[config.mk]
export PLATFORM = sky130hd
export DESIGN_NAME = sphere_subvoxel_fraction_flat
export DESIGN_NICKNAME = d
export VERILOG_FILES = /design/src/ssf_pkg.sv /design/src/ssf_channels_if.sv /design/src/sphere_subvoxel_fraction.sv /design/src/ssf_square.sv /design/src/flat_wrapper.sv
export SDC_FILE = /design/constraint.sdc
export NUM_CORES = 2
export LEC_CHECK = 0
export ABC_AREA = 1
export BUFFER_PORTS_ARGS = -buffer_cell sky130_fd_sc_hd__buf_2
export CAP_MARGIN = 20
export CELL_PAD_IN_SITES_DETAIL_PLACEMENT = 0
export CELL_PAD_IN_SITES_GLOBAL_PLACEMENT = 1
export CORE_AREA = 5 5 509 511
export CTS_BUF_LIST = sky130_fd_sc_hd__clkbuf_16
export DETAILED_ROUTE_END_ITERATION = 8
export DIE_AREA = 0 0 514 516
export HOLD_SLACK_MARGIN = 0.02
export MAX_ROUTING_LAYER = met4
export PLACE_DENSITY = 0.78
export SLEW_MARGIN = 20
export SYNTH_ARGS = -nofsm -noshare
export SYNTH_HDL_FRONTEND = slang
export SYNTH_SLANG_ARGS = --single-unit
[constraint.sdc]
create_clock -name clk -period 10.3 [get_ports clk]
set_input_delay 0.515 -clock clk [delete_from_list [all_inputs] [get_ports clk]]
set_output_delay 0.515 -clock clk [all_outputs]
set_load 0.03 [all_outputs]
[src/ssf_pkg.sv]
// ----------------------------------------------------------------------------
// ssf_pkg
// widths, reset values and register indexes of the sphere sub-voxel block
// ----------------------------------------------------------------------------
package ssf_pkg;

    // field widths
    parameter int COORD_W    = 32;
    parameter int RADIUS_W   = 63;
    parameter int CELL_W     = 31;
    parameter int COUNT_W    = 7;
    parameter int COUNT_MAX  = (1 << COUNT_W) - 1;

    // width of the low operand slice in the squarer
    parameter int MUL_W      = 32;

    // configuration port
    parameter int CFG_IDX_W  = 3;
    parameter int CFG_DATA_W = RADIUS_W;

    parameter logic [CFG_IDX_W-1:0] REG_CENTER_X    = 3'd0;
    parameter logic [CFG_IDX_W-1:0] REG_CENTER_Y    = 3'd1;
    parameter logic [CFG_IDX_W-1:0] REG_CENTER_Z    = 3'd2;
    parameter logic [CFG_IDX_W-1:0] REG_RADIUS_SQ   = 3'd3;
    parameter logic [CFG_IDX_W-1:0] REG_CELL_SIZE_X = 3'd4;
    parameter logic [CFG_IDX_W-1:0] REG_CELL_SIZE_Y = 3'd5;
    parameter logic [CFG_IDX_W-1:0] REG_CELL_SIZE_Z = 3'd6;

    // one cell unit in unsigned Q7.24
    parameter logic [CELL_W-1:0] CELL_SIZE_RESET = 31'd16777216;

    typedef logic signed [COORD_W-1:0] coord_t;
    typedef logic [COUNT_W-1:0]        count_t;

endpackage

[src/ssf_channels_if.sv]
// ----------------------------------------------------------------------------
// ssf channel interfaces
// valid/ready channels for configuration writes, cell requests and results
// ----------------------------------------------------------------------------
interface ssf_cfg_if;
    logic                             valid;
    logic                             ready;
    logic [ssf_pkg::CFG_IDX_W-1:0]    index;
    logic [ssf_pkg::CFG_DATA_W-1:0]   data;

    modport source (output valid, output index, output data, input ready);
    modport sink   (input valid, input index, input data, output ready);
endinterface

interface ssf_coord_if;
    logic            valid;
    logic            ready;
    ssf_pkg::coord_t cell_x;
    ssf_pkg::coord_t cell_y;
    ssf_pkg::coord_t cell_z;

    modport source (output valid, output cell_x, output cell_y, output cell_z, input ready);
    modport sink   (input valid, input cell_x, input cell_y, input cell_z, output ready);
endinterface

interface ssf_frac_if;
    logic            valid;
    logic            ready;
    ssf_pkg::count_t hit_count;
    logic            any_inside;

    modport source (output valid, output hit_count, output any_inside, input ready);
    modport sink   (input valid, input hit_count, input any_inside, output ready);
endinterface

[src/sphere_subvoxel_fraction.sv]
// ----------------------------------------------------------------------------
// sphere_subvoxel_fraction
// counts the sub-samples of one cell that lie strictly inside a sphere
// ----------------------------------------------------------------------------
// cfg   : register writes (index, data), always ready; write only while idle
// coord : one request per cell centre (cell_x, cell_y, cell_z in Q8.24)
// frac  : one result per request (hit_count, any_inside)
// a request is taken only while the sequencer is idle. the 3*N sample offsets
// (N = SUBSAMPLES_PER_AXIS) go through the shared squarer one per cycle into
// small per-axis tables, then x^2 + y^2 + z^2 of one of the N^3 samples is
// summed per cycle and compared with the scaled radius
// per request the sequencer steps through prep, setup, sum, drain and finish;
// a new request is taken only after the previous result has entered the
// output register
// rst_n clears the sequencer and output valid; registers return to a centre
// of zero, a radius of zero and unit cell sizes
// a stalled result sits in the output register while the next request is
// taken and worked on; only the hand-off into the output register waits
// ----------------------------------------------------------------------------
module sphere_subvoxel_fraction #(
    parameter int SUBSAMPLES_PER_AXIS = 4
) (
    input  logic        clk,
    input  logic        rst_n,
    ssf_cfg_if.sink     cfg,
    ssf_coord_if.sink   coord,
    ssf_frac_if.source  frac
);

    // ------------------------------------------------------------------
    // derived sizes
    // ------------------------------------------------------------------
    localparam int N       = SUBSAMPLES_PER_AXIS;
    localparam int TWO_N   = 2 * N;
    localparam int OFF_N   = N - 1;
    localparam int FOUR_NN = 4 * N * N;
    localparam int SCALE_W = $clog2(TWO_N);
    localparam int IDX_W   = $clog2(N);
    localparam int DIFF_W  = ssf_pkg::COORD_W + 1;
    // offset from sphere centre, scaled by 2N
    localparam int R_W     = DIFF_W + 1 + SCALE_W;
    localparam int MAG_W   = R_W - 1;
    localparam int SQ_W    = 2 * MAG_W;
    // sum of three squares
    localparam int SUM_W   = SQ_W + 2;
    localparam int CNT_W   = $clog2(N * N * N + 1);
    localparam int CW      = ssf_pkg::COUNT_W;

    localparam logic [IDX_W-1:0] LAST_IDX = IDX_W'(N - 1);

    // axis codes
    localparam logic [1:0] AX_X = 2'd0;
    localparam logic [1:0] AX_Y = 2'd1;
    localparam logic [1:0] AX_Z = 2'd2;

    // sequencer states
    localparam logic [2:0] ST_IDLE   = 3'd0;
    localparam logic [2:0] ST_PREP   = 3'd1;
    localparam logic [2:0] ST_SETUP  = 3'd2;
    localparam logic [2:0] ST_SUM    = 3'd3;
    localparam logic [2:0] ST_DRAIN  = 3'd4;
    localparam logic [2:0] ST_FINISH = 3'd5;

    // ------------------------------------------------------------------
    // configuration registers
    // ------------------------------------------------------------------
    logic signed [ssf_pkg::COORD_W-1:0]  center_x_reg;
    logic signed [ssf_pkg::COORD_W-1:0]  center_y_reg;
    logic signed [ssf_pkg::COORD_W-1:0]  center_z_reg;
    logic        [ssf_pkg::RADIUS_W-1:0] radius_sq_reg;
    logic        [ssf_pkg::CELL_W-1:0]   cell_size_x_reg;
    logic        [ssf_pkg::CELL_W-1:0]   cell_size_y_reg;
    logic        [ssf_pkg::CELL_W-1:0]   cell_size_z_reg;

    assign cfg.ready = 1'b1;

    // unknown indexes fall through and are dropped
    always_ff @(posedge clk or negedge rst_n)
    begin
        if (!rst_n)
        begin
            center_x_reg    <= '0;
            center_y_reg    <= '0;
            center_z_reg    <= '0;
            radius_sq_reg   <= '0;
            cell_size_x_reg <= ssf_pkg::CELL_SIZE_RESET;
            cell_size_y_reg <= ssf_pkg::CELL_SIZE_RESET;
            cell_size_z_reg <= ssf_pkg::CELL_SIZE_RESET;
        end
        else if (cfg.valid)
        begin
            case (cfg.index)
                ssf_pkg::REG_CENTER_X:    center_x_reg    <= $signed(cfg.data[ssf_pkg::COORD_W-1:0]);
                ssf_pkg::REG_CENTER_Y:    center_y_reg    <= $signed(cfg.data[ssf_pkg::COORD_W-1:0]);
                ssf_pkg::REG_CENTER_Z:    center_z_reg    <= $signed(cfg.data[ssf_pkg::COORD_W-1:0]);
                ssf_pkg::REG_RADIUS_SQ:   radius_sq_reg   <= cfg.data[ssf_pkg::RADIUS_W-1:0];
                ssf_pkg::REG_CELL_SIZE_X: cell_size_x_reg <= cfg.data[ssf_pkg::CELL_W-1:0];
                ssf_pkg::REG_CELL_SIZE_Y: cell_size_y_reg <= cfg.data[ssf_pkg::CELL_W-1:0];
                ssf_pkg::REG_CELL_SIZE_Z: cell_size_z_reg <= cfg.data[ssf_pkg::CELL_W-1:0];
                default: ;
            endcase
        end
    end

    // ------------------------------------------------------------------
    // control state
    // ------------------------------------------------------------------
    logic [2:0]       state_reg,     state_next;
    logic [1:0]       prep_axis_reg, prep_axis_next;
    logic [IDX_W-1:0] prep_idx_reg,  prep_idx_next;
    logic             sq_pend_reg,   sq_pend_next;
    logic [IDX_W-1:0] sx_reg,        sx_next;
    logic [IDX_W-1:0] sy_reg,        sy_next;
    logic [IDX_W-1:0] sz_reg,        sz_next;
    logic             tot_valid_reg, tot_valid_next;
    logic [CNT_W-1:0] count_reg,     count_next;
    logic             out_valid_reg, out_valid_next;

    // ------------------------------------------------------------------
    // datapath registers
    // ------------------------------------------------------------------
    logic signed [DIFF_W-1:0] diff_x_reg;
    logic signed [DIFF_W-1:0] diff_y_reg;
    logic signed [DIFF_W-1:0] diff_z_reg;
    logic        [SUM_W-1:0]  thr_reg;
    logic signed [R_W-1:0]    r_reg;
    logic        [1:0]        sq_axis_reg;
    logic        [IDX_W-1:0]  sq_idx_reg;
    logic        [SQ_W-1:0]   sqx_reg [N];
    logic        [SQ_W-1:0]   sqy_reg [N];
    logic        [SQ_W-1:0]   sqz_reg [N];
    logic        [SUM_W-1:0]  yz_reg;
    logic        [SUM_W-1:0]  yz_ahead_reg;
    logic        [SUM_W-1:0]  tot_reg;
    logic        [CW-1:0]     out_count_reg;
    logic                     out_any_reg;

    logic in_take;
    logic out_load;

    assign coord.ready = (state_reg == ST_IDLE);
    assign in_take     = coord.valid && coord.ready;
    assign out_load    = (state_reg == ST_FINISH) && (!out_valid_reg || frac.ready);

    assign frac.valid      = out_valid_reg;
    assign frac.hit_count  = out_count_reg;
    assign frac.any_inside = out_any_reg;

    // ------------------------------------------------------------------
    // offset of one sample along one axis: start value, then +2*cell
    // ------------------------------------------------------------------
    logic signed [DIFF_W-1:0]         diff_sel;
    logic        [ssf_pkg::CELL_W-1:0] cell_sel;
    logic signed [R_W-1:0]            diff_ext;
    logic signed [R_W-1:0]            scaled;
    logic signed [R_W-1:0]            offset;
    logic signed [R_W-1:0]            step;
    logic signed [R_W-1:0]            r_new;

    always_comb
    begin
        case (prep_axis_reg)
            AX_X:
            begin
                diff_sel = diff_x_reg;
                cell_sel = cell_size_x_reg;
            end
            AX_Y:
            begin
                diff_sel = diff_y_reg;
                cell_sel = cell_size_y_reg;
            end
            default:
            begin
                diff_sel = diff_z_reg;
                cell_sel = cell_size_z_reg;
            end
        endcase
    end

    assign diff_ext = R_W'(diff_sel);
    assign scaled   = diff_ext * $signed(R_W'(TWO_N));
    assign offset   = $signed(R_W'(cell_sel) * R_W'(OFF_N));
    assign step     = $signed(R_W'({cell_sel, 1'b0}));
    assign r_new    = (prep_idx_reg == '0) ? (scaled - offset) : (r_reg + step);

    // shared squarer on the magnitude of the current offset
    logic [MAG_W-1:0] r_mag;
    logic [SQ_W-1:0]  r_sq;

    assign r_mag = r_reg[R_W-1] ? MAG_W'(-r_reg) : MAG_W'(r_reg);

    ssf_square #(
        .MAG_W (MAG_W)
    ) u_square (
        .mag (r_mag),
        .sq  (r_sq)
    );

    // ------------------------------------------------------------------
    // y^2 + z^2 for the row that follows (or the first row in setup)
    // ------------------------------------------------------------------
    logic [IDX_W-1:0] rd_y;
    logic [IDX_W-1:0] rd_z;
    logic [SUM_W-1:0] yz_sum;
    logic [SUM_W-1:0] tot_sum;

    always_comb
    begin
        if (state_reg == ST_SETUP)
        begin
            rd_y = '0;
            rd_z = '0;
        end
        else if (sy_reg == LAST_IDX)
        begin
            rd_y = '0;
            rd_z = (sz_reg == LAST_IDX) ? '0 : sz_reg + 1'b1;
        end
        else
        begin
            rd_y = sy_reg + 1'b1;
            rd_z = sz_reg;
        end
    end

    assign yz_sum  = SUM_W'(sqy_reg[rd_y]) + SUM_W'(sqz_reg[rd_z]);
    assign tot_sum = SUM_W'(sqx_reg[sx_reg]) + yz_reg;

    // result saturates to the output width
    logic [CW-1:0] count_sat;

    assign count_sat = (int'(count_reg) > ssf_pkg::COUNT_MAX) ?
                       CW'(ssf_pkg::COUNT_MAX) : CW'(count_reg);

    // ------------------------------------------------------------------
    // sequencer
    // ------------------------------------------------------------------
    always_comb
    begin
        state_next     = state_reg;
        prep_axis_next = prep_axis_reg;
        prep_idx_next  = prep_idx_reg;
        sq_pend_next   = 1'b0;
        sx_next        = sx_reg;
        sy_next        = sy_reg;
        sz_next        = sz_reg;
        tot_valid_next = 1'b0;
        count_next     = count_reg;
        out_valid_next = out_valid_reg;

        if (out_valid_reg && frac.ready)
        begin
            out_valid_next = 1'b0;
        end

        // compare stage works on the sum registered by the sum stage
        if (tot_valid_reg && (tot_reg < thr_reg))
        begin
            count_next = count_reg + 1'b1;
        end

        case (state_reg)
            ST_IDLE:
            begin
                if (coord.valid)
                begin
                    state_next     = ST_PREP;
                    prep_axis_next = AX_X;
                    prep_idx_next  = '0;
                    count_next     = '0;
                end
            end
            ST_PREP:
            begin
                sq_pend_next = 1'b1;
                if (prep_idx_reg == LAST_IDX)
                begin
                    prep_idx_next = '0;
                    if (prep_axis_reg == AX_Z)
                    begin
                        state_next = ST_SETUP;
                    end
                    else
                    begin
                        prep_axis_next = prep_axis_reg + 1'b1;
                    end
                end
                else
                begin
                    prep_idx_next = prep_idx_reg + 1'b1;
                end
            end
            ST_SETUP:
            begin
                state_next = ST_SUM;
                sx_next    = '0;
                sy_next    = '0;
                sz_next    = '0;
            end
            ST_SUM:
            begin
                tot_valid_next = 1'b1;
                if (sx_reg == LAST_IDX)
                begin
                    sx_next = '0;
                    if (sy_reg == LAST_IDX)
                    begin
                        sy_next = '0;
                        if (sz_reg == LAST_IDX)
                        begin
                            state_next = ST_DRAIN;
                        end
                        else
                        begin
                            sz_next = sz_reg + 1'b1;
                        end
                    end
                    else
                    begin
                        sy_next = sy_reg + 1'b1;
                    end
                end
                else
                begin
                    sx_next = sx_reg + 1'b1;
                end
            end
            ST_DRAIN:
            begin
                state_next = ST_FINISH;
            end
            ST_FINISH:
            begin
                if (!out_valid_reg || frac.ready)
                begin
                    out_valid_next = 1'b1;
                    state_next     = ST_IDLE;
                end
            end
            default:
            begin
                state_next = ST_IDLE;
            end
        endcase
    end

    always_ff @(posedge clk or negedge rst_n)
    begin
        if (!rst_n)
        begin
            state_reg     <= ST_IDLE;
            prep_axis_reg <= AX_X;
            prep_idx_reg  <= '0;
            sq_pend_reg   <= 1'b0;
            sx_reg        <= '0;
            sy_reg        <= '0;
            sz_reg        <= '0;
            tot_valid_reg <= 1'b0;
            count_reg     <= '0;
            out_valid_reg <= 1'b0;
        end
        else
        begin
            state_reg     <= state_next;
            prep_axis_reg <= prep_axis_next;
            prep_idx_reg  <= prep_idx_next;
            sq_pend_reg   <= sq_pend_next;
            sx_reg        <= sx_next;
            sy_reg        <= sy_next;
            sz_reg        <= sz_next;
            tot_valid_reg <= tot_valid_next;
            count_reg     <= count_next;
            out_valid_reg <= out_valid_next;
        end
    end

    // ------------------------------------------------------------------
    // datapath
    // ------------------------------------------------------------------
    always_ff @(posedge clk)
    begin
        // differences at 33 bits, threshold (2N)^2 * r^2 at full width
        if (in_take)
        begin
            diff_x_reg <= DIFF_W'(coord.cell_x) - DIFF_W'(center_x_reg);
            diff_y_reg <= DIFF_W'(coord.cell_y) - DIFF_W'(center_y_reg);
            diff_z_reg <= DIFF_W'(coord.cell_z) - DIFF_W'(center_z_reg);
            thr_reg    <= SUM_W'(radius_sq_reg) * SUM_W'(FOUR_NN);
        end

        if (state_reg == ST_PREP)
        begin
            r_reg       <= r_new;
            sq_axis_reg <= prep_axis_reg;
            sq_idx_reg  <= prep_idx_reg;
        end

        // square lands in its table in the cycle after the offset is registered
        if (sq_pend_reg)
        begin
            case (sq_axis_reg)
                AX_X:    sqx_reg[sq_idx_reg] <= r_sq;
                AX_Y:    sqy_reg[sq_idx_reg] <= r_sq;
                default: sqz_reg[sq_idx_reg] <= r_sq;
            endcase
        end

        if (state_reg == ST_SETUP)
        begin
            yz_reg <= yz_sum;
        end

        if (state_reg == ST_SUM)
        begin
            tot_reg <= tot_sum;
            if (sx_reg == '0)
            begin
                yz_ahead_reg <= yz_sum;
            end
            if (sx_reg == LAST_IDX)
            begin
                yz_reg <= yz_ahead_reg;
            end
        end

        if (out_load)
        begin
            out_count_reg <= count_sat;
            out_any_reg   <= (count_reg != '0);
        end
    end

endmodule

[src/ssf_square.sv]
// ----------------------------------------------------------------------------
// ssf_square
// unsigned squarer built from one 32x32 partial product and two narrow ones
// ----------------------------------------------------------------------------
module ssf_square #(
    parameter int MAG_W = 37
) (
    input  logic [MAG_W-1:0]   mag,
    output logic [2*MAG_W-1:0] sq
);

    localparam int LO_W = ssf_pkg::MUL_W;
    localparam int HI_W = MAG_W - LO_W;
    localparam int SQ_W = 2 * MAG_W;

    logic [LO_W-1:0]        lo;
    logic [HI_W-1:0]        hi;
    logic [2*LO_W-1:0]      prod_ll;
    logic [HI_W+LO_W-1:0]   prod_hl;
    logic [2*HI_W-1:0]      prod_hh;

    assign lo = mag[LO_W-1:0];
    assign hi = mag[MAG_W-1:LO_W];

    assign prod_ll = lo * lo;
    assign prod_hl = hi * lo;
    assign prod_hh = hi * hi;

    // (h*2^32 + l)^2 = l^2 + 2*h*l*2^32 + h^2*2^64
    assign sq = SQ_W'(prod_ll)
              + (SQ_W'(prod_hl) << (LO_W + 1))
              + (SQ_W'(prod_hh) << (2 * LO_W));

endmodule

[src/flat_wrapper.sv]
// flat-port wrapper written by rule: the top's interface ports become plain ports
module sphere_subvoxel_fraction_flat 
#(
    parameter int SUBSAMPLES_PER_AXIS = 4
)
  (clk, rst_n, cfg_valid, cfg_index, cfg_data, cfg_ready, coord_valid, coord_cell_x, coord_cell_y, coord_cell_z, coord_ready, frac_valid, frac_hit_count, frac_any_inside, frac_ready);
  ssf_cfg_if cfg_i ();
  ssf_coord_if coord_i ();
  ssf_frac_if frac_i ();
  input  logic clk;
  input  logic rst_n;
  input wire logic [$bits(cfg_i.valid)-1:0] cfg_valid;
  input wire logic [$bits(cfg_i.index)-1:0] cfg_index;
  input wire logic [$bits(cfg_i.data)-1:0] cfg_data;
  output wire logic [$bits(cfg_i.ready)-1:0] cfg_ready;
  input wire logic [$bits(coord_i.valid)-1:0] coord_valid;
  input wire logic [$bits(coord_i.cell_x)-1:0] coord_cell_x;
  input wire logic [$bits(coord_i.cell_y)-1:0] coord_cell_y;
  input wire logic [$bits(coord_i.cell_z)-1:0] coord_cell_z;
  output wire logic [$bits(coord_i.ready)-1:0] coord_ready;
  output wire logic [$bits(frac_i.valid)-1:0] frac_valid;
  output wire logic [$bits(frac_i.hit_count)-1:0] frac_hit_count;
  output wire logic [$bits(frac_i.any_inside)-1:0] frac_any_inside;
  input wire logic [$bits(frac_i.ready)-1:0] frac_ready;
  assign cfg_i.valid = cfg_valid;
  assign cfg_i.index = cfg_index;
  assign cfg_i.data = cfg_data;
  assign cfg_ready = cfg_i.ready;
  assign coord_i.valid = coord_valid;
  assign coord_i.cell_x = coord_cell_x;
  assign coord_i.cell_y = coord_cell_y;
  assign coord_i.cell_z = coord_cell_z;
  assign coord_ready = coord_i.ready;
  assign frac_valid = frac_i.valid;
  assign frac_hit_count = frac_i.hit_count;
  assign frac_any_inside = frac_i.any_inside;
  assign frac_i.ready = frac_ready;
  sphere_subvoxel_fraction #(.SUBSAMPLES_PER_AXIS(SUBSAMPLES_PER_AXIS)) u_core (.clk(clk), .rst_n(rst_n), .cfg(cfg_i), .coord(coord_i), .frac(frac_i));
endmodule
== After elaboration in Yosys (flattened, before gate mapping) ==
Memories as Yosys holds them, arrays and structs flattened.
Index checks and enable logic that the tools add are counted.

* $add $sub $neg: 16
* Multiply operators: 4
* Divide/modulo/power cells: 0
* Order comparisons: 1
* Equal/unequal tests: 27
* Shifts and indexed selects: 0
* Multiplexer cells: 51
* Bitwise logic cells: 0
* Reduce and logical (&&, ||, !) cells: 29

{| class="wikitable"
|+ Operator list
! kind !! number
|-
| $mux W74 || 3
|-
| $sub A32 B32 Y33 || 3
|-
| $add A72 B74 Y74 || 1
|-
| $lt A74 B69 Y1 || 1
|-
| $add A72 B72 Y73 || 1
|-
| $add A72 B72 Y72 || 1
|-
| $add A64 B69 Y70 || 1
|-
| $pmux W33 S2 || 1
|-
| $mul A32 B32 Y64 || 1
|-
| $pmux W31 S2 || 1
|-
| $add A37 B33 Y37 || 1
|-
| $mux W37 || 1
|-
| $sub A36 B34 Y37 || 1
|-
| $mul A4 B32 Y36 || 1
|-
| $mux W36 || 1
|-
| $neg A36 Y36 || 1
|-
| $mul A31 B2 Y33 const B || 1
|-
| $mux W2 || 14
|-
| $mux W3 || 7
|-
| $mux W7 || 3
|-
| $pmux W2 S2 || 5
|-
| $reduce_and A2 Y1 || 10
|-
| $pmux W3 S6 || 1
|-
| $eq A3 B3 Y1 const B || 5
|-
| other kinds (20) || 62
|}

* Register bits: 708
* Bits in latches: 0
* Memory bits (writable): 864
* ROM bits: 0
* Input bits: 167
* Output and inout port bits: 11
* Word-level logic and storage cells: 160
* Memories kept: 3

{| class="wikitable"
|+ Memory list
! memory !! words !! bits a word !! rd ports !! clocked after Yosys merged registers in !! write ports !! RTL line !! text
|-
| u_core.sqx_reg || 4 || 72 || 1 || 0 || 1 || sphere_subvoxel_fraction.sv:129 || <nowiki>logic [SQ_W-1:0] sqx_reg [N];</nowiki>
|-
| u_core.sqy_reg || 4 || 72 || 1 || 0 || 1 || sphere_subvoxel_fraction.sv:130 || <nowiki>logic [SQ_W-1:0] sqy_reg [N];</nowiki>
|-
| u_core.sqz_reg || 4 || 72 || 1 || 0 || 1 || sphere_subvoxel_fraction.sv:131 || <nowiki>logic [SQ_W-1:0] sqz_reg [N];</nowiki>
|}

== Logic depth before layout (Yosys ltp) ==
An unclocked memory read counts as a cell.

* Depth in word-level cells: 9
* Gate-level depth with buffers: 52
* Mapped depth without buffers: 51

== By module ==
From an unflattened synthesis, not the netlist that was laid out.

* Cells, all modules: 13,070
* Area total of the unflattened synthesis: 117,813.0 um2

{| class="wikitable"
|+ Modules (own cells, without submodules)
! module !! instances !! cells an instance !! area an instance (um2) !! sequential area each (um2)
|-
| sphere_subvoxel_fraction || 1 || 8,665 || 82,278.9 || 44,881.8
|-
| ssf_square || 1 || 4,405 || 35,534.1 || 0.0
|}

== Worst setup path before layout ==
No wires, ideal clock.

* Path kind: reg-to-reg
* Start point: register u_core.state_reg[0]
* End point: register u_core.prep_axis_reg[0]
* Library setup time: 0.142 ns
* Data arrival time: 10.459 ns
* Required time: 10.158 ns
* Path slack: -0.301 ns
* Stages on the path, launching flop included: 9
* Path buffers: 0
* Period minus slack after synthesis: 10.601 ns
* Path through: dfrtp_1 > nor2_1 > inv_1 > nor2_1 > inv_1 > nor2_1 > clkinv_1 > nand3_1 > o21ai_0

* Word-level cells in the longest chain between the ends: 3
* Elaborated cells between the ends (all ways): 8
* Those cells by class: 4 x eq/ne; 1 x mux; 3 x reduce/logical

{| class="wikitable"
|+ RTL lines
! item !! RTL line !! text
|-
| from (decl) || sphere_subvoxel_fraction.sv:108 || <nowiki>logic [2:0] state_reg, state_next;</nowiki>
|-
| from (signal assigned) || sphere_subvoxel_fraction.sv:365 || <nowiki>state_reg <= state_next;</nowiki>
|-
| $logic_not A3 Y1 * || - ||
|-
| via coord_ready || flat_wrapper.sv:20 || <nowiki>output wire logic [$bits(coord_i.ready)-1:0] coord_ready;</nowiki>
|-
| $ne A2 B2 Y1 (no source line) / $reduce_bool A2 Y1 (equally long branches) || - ||
|-
| $reduce_and A4 Y1 (no source line) || - ||
|-
| to (signal assigned) || sphere_subvoxel_fraction.sv:366 || <nowiki>prep_axis_reg <= prep_axis_next;</nowiki>
|-
| to (decl) || sphere_subvoxel_fraction.sv:109 || <nowiki>logic [1:0] prep_axis_reg, prep_axis_next;</nowiki>
|}

Mark *: on every way through the listed nets, which the timed path passes. The rest lies on a longest branch.
A chain may end at the register's enable or synchronous reset.

== Worst setup path after layout ==
* Start point: register u_core.r_reg[4]
* End point: memory u_core.sqy_reg[1][69] in the netlist's numbering (data pin)

* Word-level cells in the longest chain between the ends: 5
* Elaborated cells between the ends (all ways): 7
* Those cells by class: 3 x add/sub; 3 x mul; 1 x mux

{| class="wikitable"
|+ RTL lines
! item !! RTL line !! text
|-
| from (decl) || sphere_subvoxel_fraction.sv:126 || <nowiki>logic signed [R_W-1:0] r_reg;</nowiki>
|-
| from (signal assigned) || sphere_subvoxel_fraction.sv:394 || <nowiki>r_reg <= r_new;</nowiki>
|-
| $neg A36 Y36 || sphere_subvoxel_fraction.sv:191 || <nowiki>assign r_mag = r_reg[R_W-1] ? MAG_W'(-r_reg) : MAG_W'(r_reg);</nowiki>
|-
| $mux W36 * || sphere_subvoxel_fraction.sv:191 ||
|-
| $mul A32 B32 Y64 / $mul A4 B32 Y36 (equally long branches) || ssf_square.sv:25, ssf_square.sv:26 ||
|-
| $add A64 B69 Y70 || ssf_square.sv:31 || <nowiki>+ (SQ_W'(prod_hl) << (LO_W + 1))</nowiki>
|-
| $add A72 B72 Y72 * || ssf_square.sv:32 || <nowiki>+ (SQ_W'(prod_hh) << (2 * LO_W));</nowiki>
|-
| via u_core.r_sq[69] || sphere_subvoxel_fraction.sv:189 || <nowiki>logic [SQ_W-1:0] r_sq;</nowiki>
|-
| to (decl) || sphere_subvoxel_fraction.sv:130 ||
|}

Marks and branches as above.

==> impl_metrics.csv <==
group,metric,value,unit
global_route,grt.overflow.total,0,
synthesis,syn_area_per_cell,8.95,µm²
floorplanning,die_area,265000,µm²
synthesis,synthFlopType,"edfxtp_1",
global_route,antenna_found_initial,39,
clocking,ctsLongestPathBuffers,3,
floorplanning,die-width,514,µm
worst_setup_path,required,10.80,ns
sta,fin_skew,0.103,ns
clocking,cts_htree_levels,4,
floorplanning,row_count,185,
routing,drtAntennaViolNets,0,
synthesis,synth_xor_area_frac,0.0259,
clocking,clkTransAtPathRegs,0.06,ns
clocking,numCtsBuffers,167,
global_route,grt_pass1_vias,95400,
routing,dr.pass1.iters,6,
worst_setup_path,max_stage_delay,0.54,ns
sta,whs,0.108,ns
routing,vias_per_cell,5.50,
global_route,grt_usage,0.331,
synthesis,synth_fa_ha_area_frac,0.235,
sta,drv_slew,0,
synthesis,yosysTopAreaCell,"edfxtp_1",
synthesis,synth_nets,14800,
synthesis,synth_area_leaders,"edfxtp_1 (31%), fa_1 (16%), nand2_1 (8.6%)",
clocking,cts_tree,"built",
synthesis,synth_compound_area_frac,0.110,
status,status,"complete, no violations",
routing,drt-initial-drc-count,8661,
sta,post-route-period-util,0.959,
worst_setup_path,critPathMaxFanout,12,
sta,worst_pin_slew,1.18,ns
clocking,post_cts_buffers,0,
global_route,grt_pass1_wl,630000,µm
synthesis,synth_edf_count,1204,
flow_run,cap_viol_max_count,0,
floorplanning,start_util,0.458,
worst_setup_path,cp-start-kind,"flop",
sta,setup_violations,0,
worst_setup_path,slowest_stage,"fa_1",
worst_setup_path,end_kind,"flop",
cells_and_area,syn_to_final_growth,13.5,%
synthesis,synth_cell_types,69,
synthesis,synth-seq-cells,1553,
cells_and_area,stdcell_area,132000,µm²
cells_and_area,fill_cells,23700,
cells_and_area,nets,15500,
synthesis,yosysTopAreaCellShare,0.312,
place,dp.cells,16800,
floorplanning,die_y,516,µm
sta,maxSlewHeadroom,0.211,
synthesis,synth_top_family_by_area,"adder cells",
floorplanning,io_pins,178,
cells_and_area,final_cells,17200,
cells_and_area,layout_commonest_cell,"nand2_1",
cells_and_area,final_cell_mix,"nand2_1 (2,632), inv_1 (2,226), nor2_1 (1,335)",
synthesis,synth_area,116000,µm²
synthesis,ys_seq_area_frac,0.384,
routing,drt-total-wl,432000,µm
synthesis,async_reset_ff_frac,0.177,
sta,hold_viol,0,
synthesis,synth-simple-area-share,0.158,
cells_and_area,layout-drive-gt1-share,0.0945,
synthesis,ys_warn_count,0,
synthesis,synthMuxAreaShare,0.00301,
floorplanning,core_area,253000,µm²
worst_setup_path,cp.arrival,10.39,ns
place,place_area,125000,µm²
cells_and_area,finalCoreUtilization,0.520,
routing,num_vias,94600,
routing,route.detailed.drc,0,
place,portBuffers,176,
sta,fin_crit,9.88,ns
clocking,root_buffer,"clkbuf_16",
worst_setup_path,path_class,"flop to flop",
worst_setup_path,crit_top_cell,"nand2_1",
routing,routedWlPerCell,25.1,µm
synthesis,postSynthCellCount,13000,
worst_hold_path,hp-class,"input port to flop",
place,place_hpwl,346000,µm
clocking,clk-insertion-delay-late,0.86,ns
sta,max_freq,0.101,GHz
place,gp_congestion,1.02,
clocking,clock_sinks,1553,
global_route,grt_max_degree,147,
==> stage by stage <==
stage / setup slack [ns] / setup TNS (ns)
final: 0.418 / 0
after detailed placement: -0.102 / -1.87
after global placement: 0.0275 / 0
after floorplan: 0.627 / 0
after CTS: 0.0578 / 0
after global routing: -0.0368 / -0.308
==> final timing paths <==
kind | startpoint | endpoint | slack (ns) | cells past startpoint
min reg2reg | u_core.yz_reg[73] | u_core.yz_reg[73] | 0.44 | 2
max | u_core.r_reg[4] | u_core.sqy_reg[1][69] | 0.42 | 44
min in group asynchronous | rst_n | u_core.cell_size_x_reg[27] | 0.27 | 2
min | cfg_data[60] | u_core.radius_sq_reg[60] | 0.11 | 2
max reg2reg | u_core.r_reg[4] | u_core.sqy_reg[1][69] | 0.42 | 44
max in group asynchronous | rst_n | u_core.prep_idx_reg[0] | 8.52 | 3
==> metal layers <==
metal  vias up  global-route usage  wire, µm
met1     46800               0.450    188000
met5         -                   -         0
li1      43700                   -         -
met4         0              0.0991     15000
met3       576              0.0514     32500
met2      3568               0.517    197000
==> cells by family after synthesis <==
logic type,Yosys count
XOR/XNOR,342
buffers and inverters,2570
multiplexers,31
AO/OA/AOI/OAI,2229
AND/OR/NAND/NOR,4599
adder cells (fa/ha/maj),1637
other,1
flip-flops,1553
==> Yosys cell counts (all sizes together), types with 31 or more instances <==
master	count
inv	2221
nand3	354
a21o	75
clkbuf	219
xor2	244
nand4	67
fa	906
o21bai	121
buf	122
ha	731
nor2	1368
mux2	31
a21boi	31
o21ai	763
nand2	2650
edfxtp	1204
dfxtp	74
a31oi	129
xnor2	98
a21oi	740
a32oi	71
o21a	64
o22ai	142
nor3	82
dfrtp	272
==> critical path, delay by kind of cell (launching register included) <==
family,cells,cell delay [ns]
AO/OA/AOI/OAI,5,0.91
AND/OR/NAND/NOR,18,2.30
buffers and inverters,10,1.36
adder cells (fa/ha/maj),10,4.50
XOR/XNOR,1,0.05
flip-flops,1,0.41
==> area by class of cell <==
type | count | area [µm²] | share of cell area
Multi-Input combinational cell | 8840 | 62300 | 0.473
Sequential cell | 1553 | 44500 | 0.338
Inverter | 2229 | 8380 | 0.0636
Timing Repair Buffer | 891 | 6660 | 0.0506
Clock buffer | 174 | 4350 | 0.0331
Tap cell | 3366 | 4210 | 0.0320
Clock inverter | 140 | 1290 | 0.00978
Antenna cell | 17 | 42.5 | 0.000323
==> timing repair <==
item | 4_1_cts | 5_1_grt
setup endpoints to repair | 41 | 108
pin swaps | 0 | 5
hold buffers | 30 | 0
gates resized for setup | 4 | 54
gates cloned | 0 | 1
endpoints found under the hold margin | 117 | 0
Power is not shown: default switching activity piles up to over one toggle a cycle in this logic, so the estimate is an artifact.
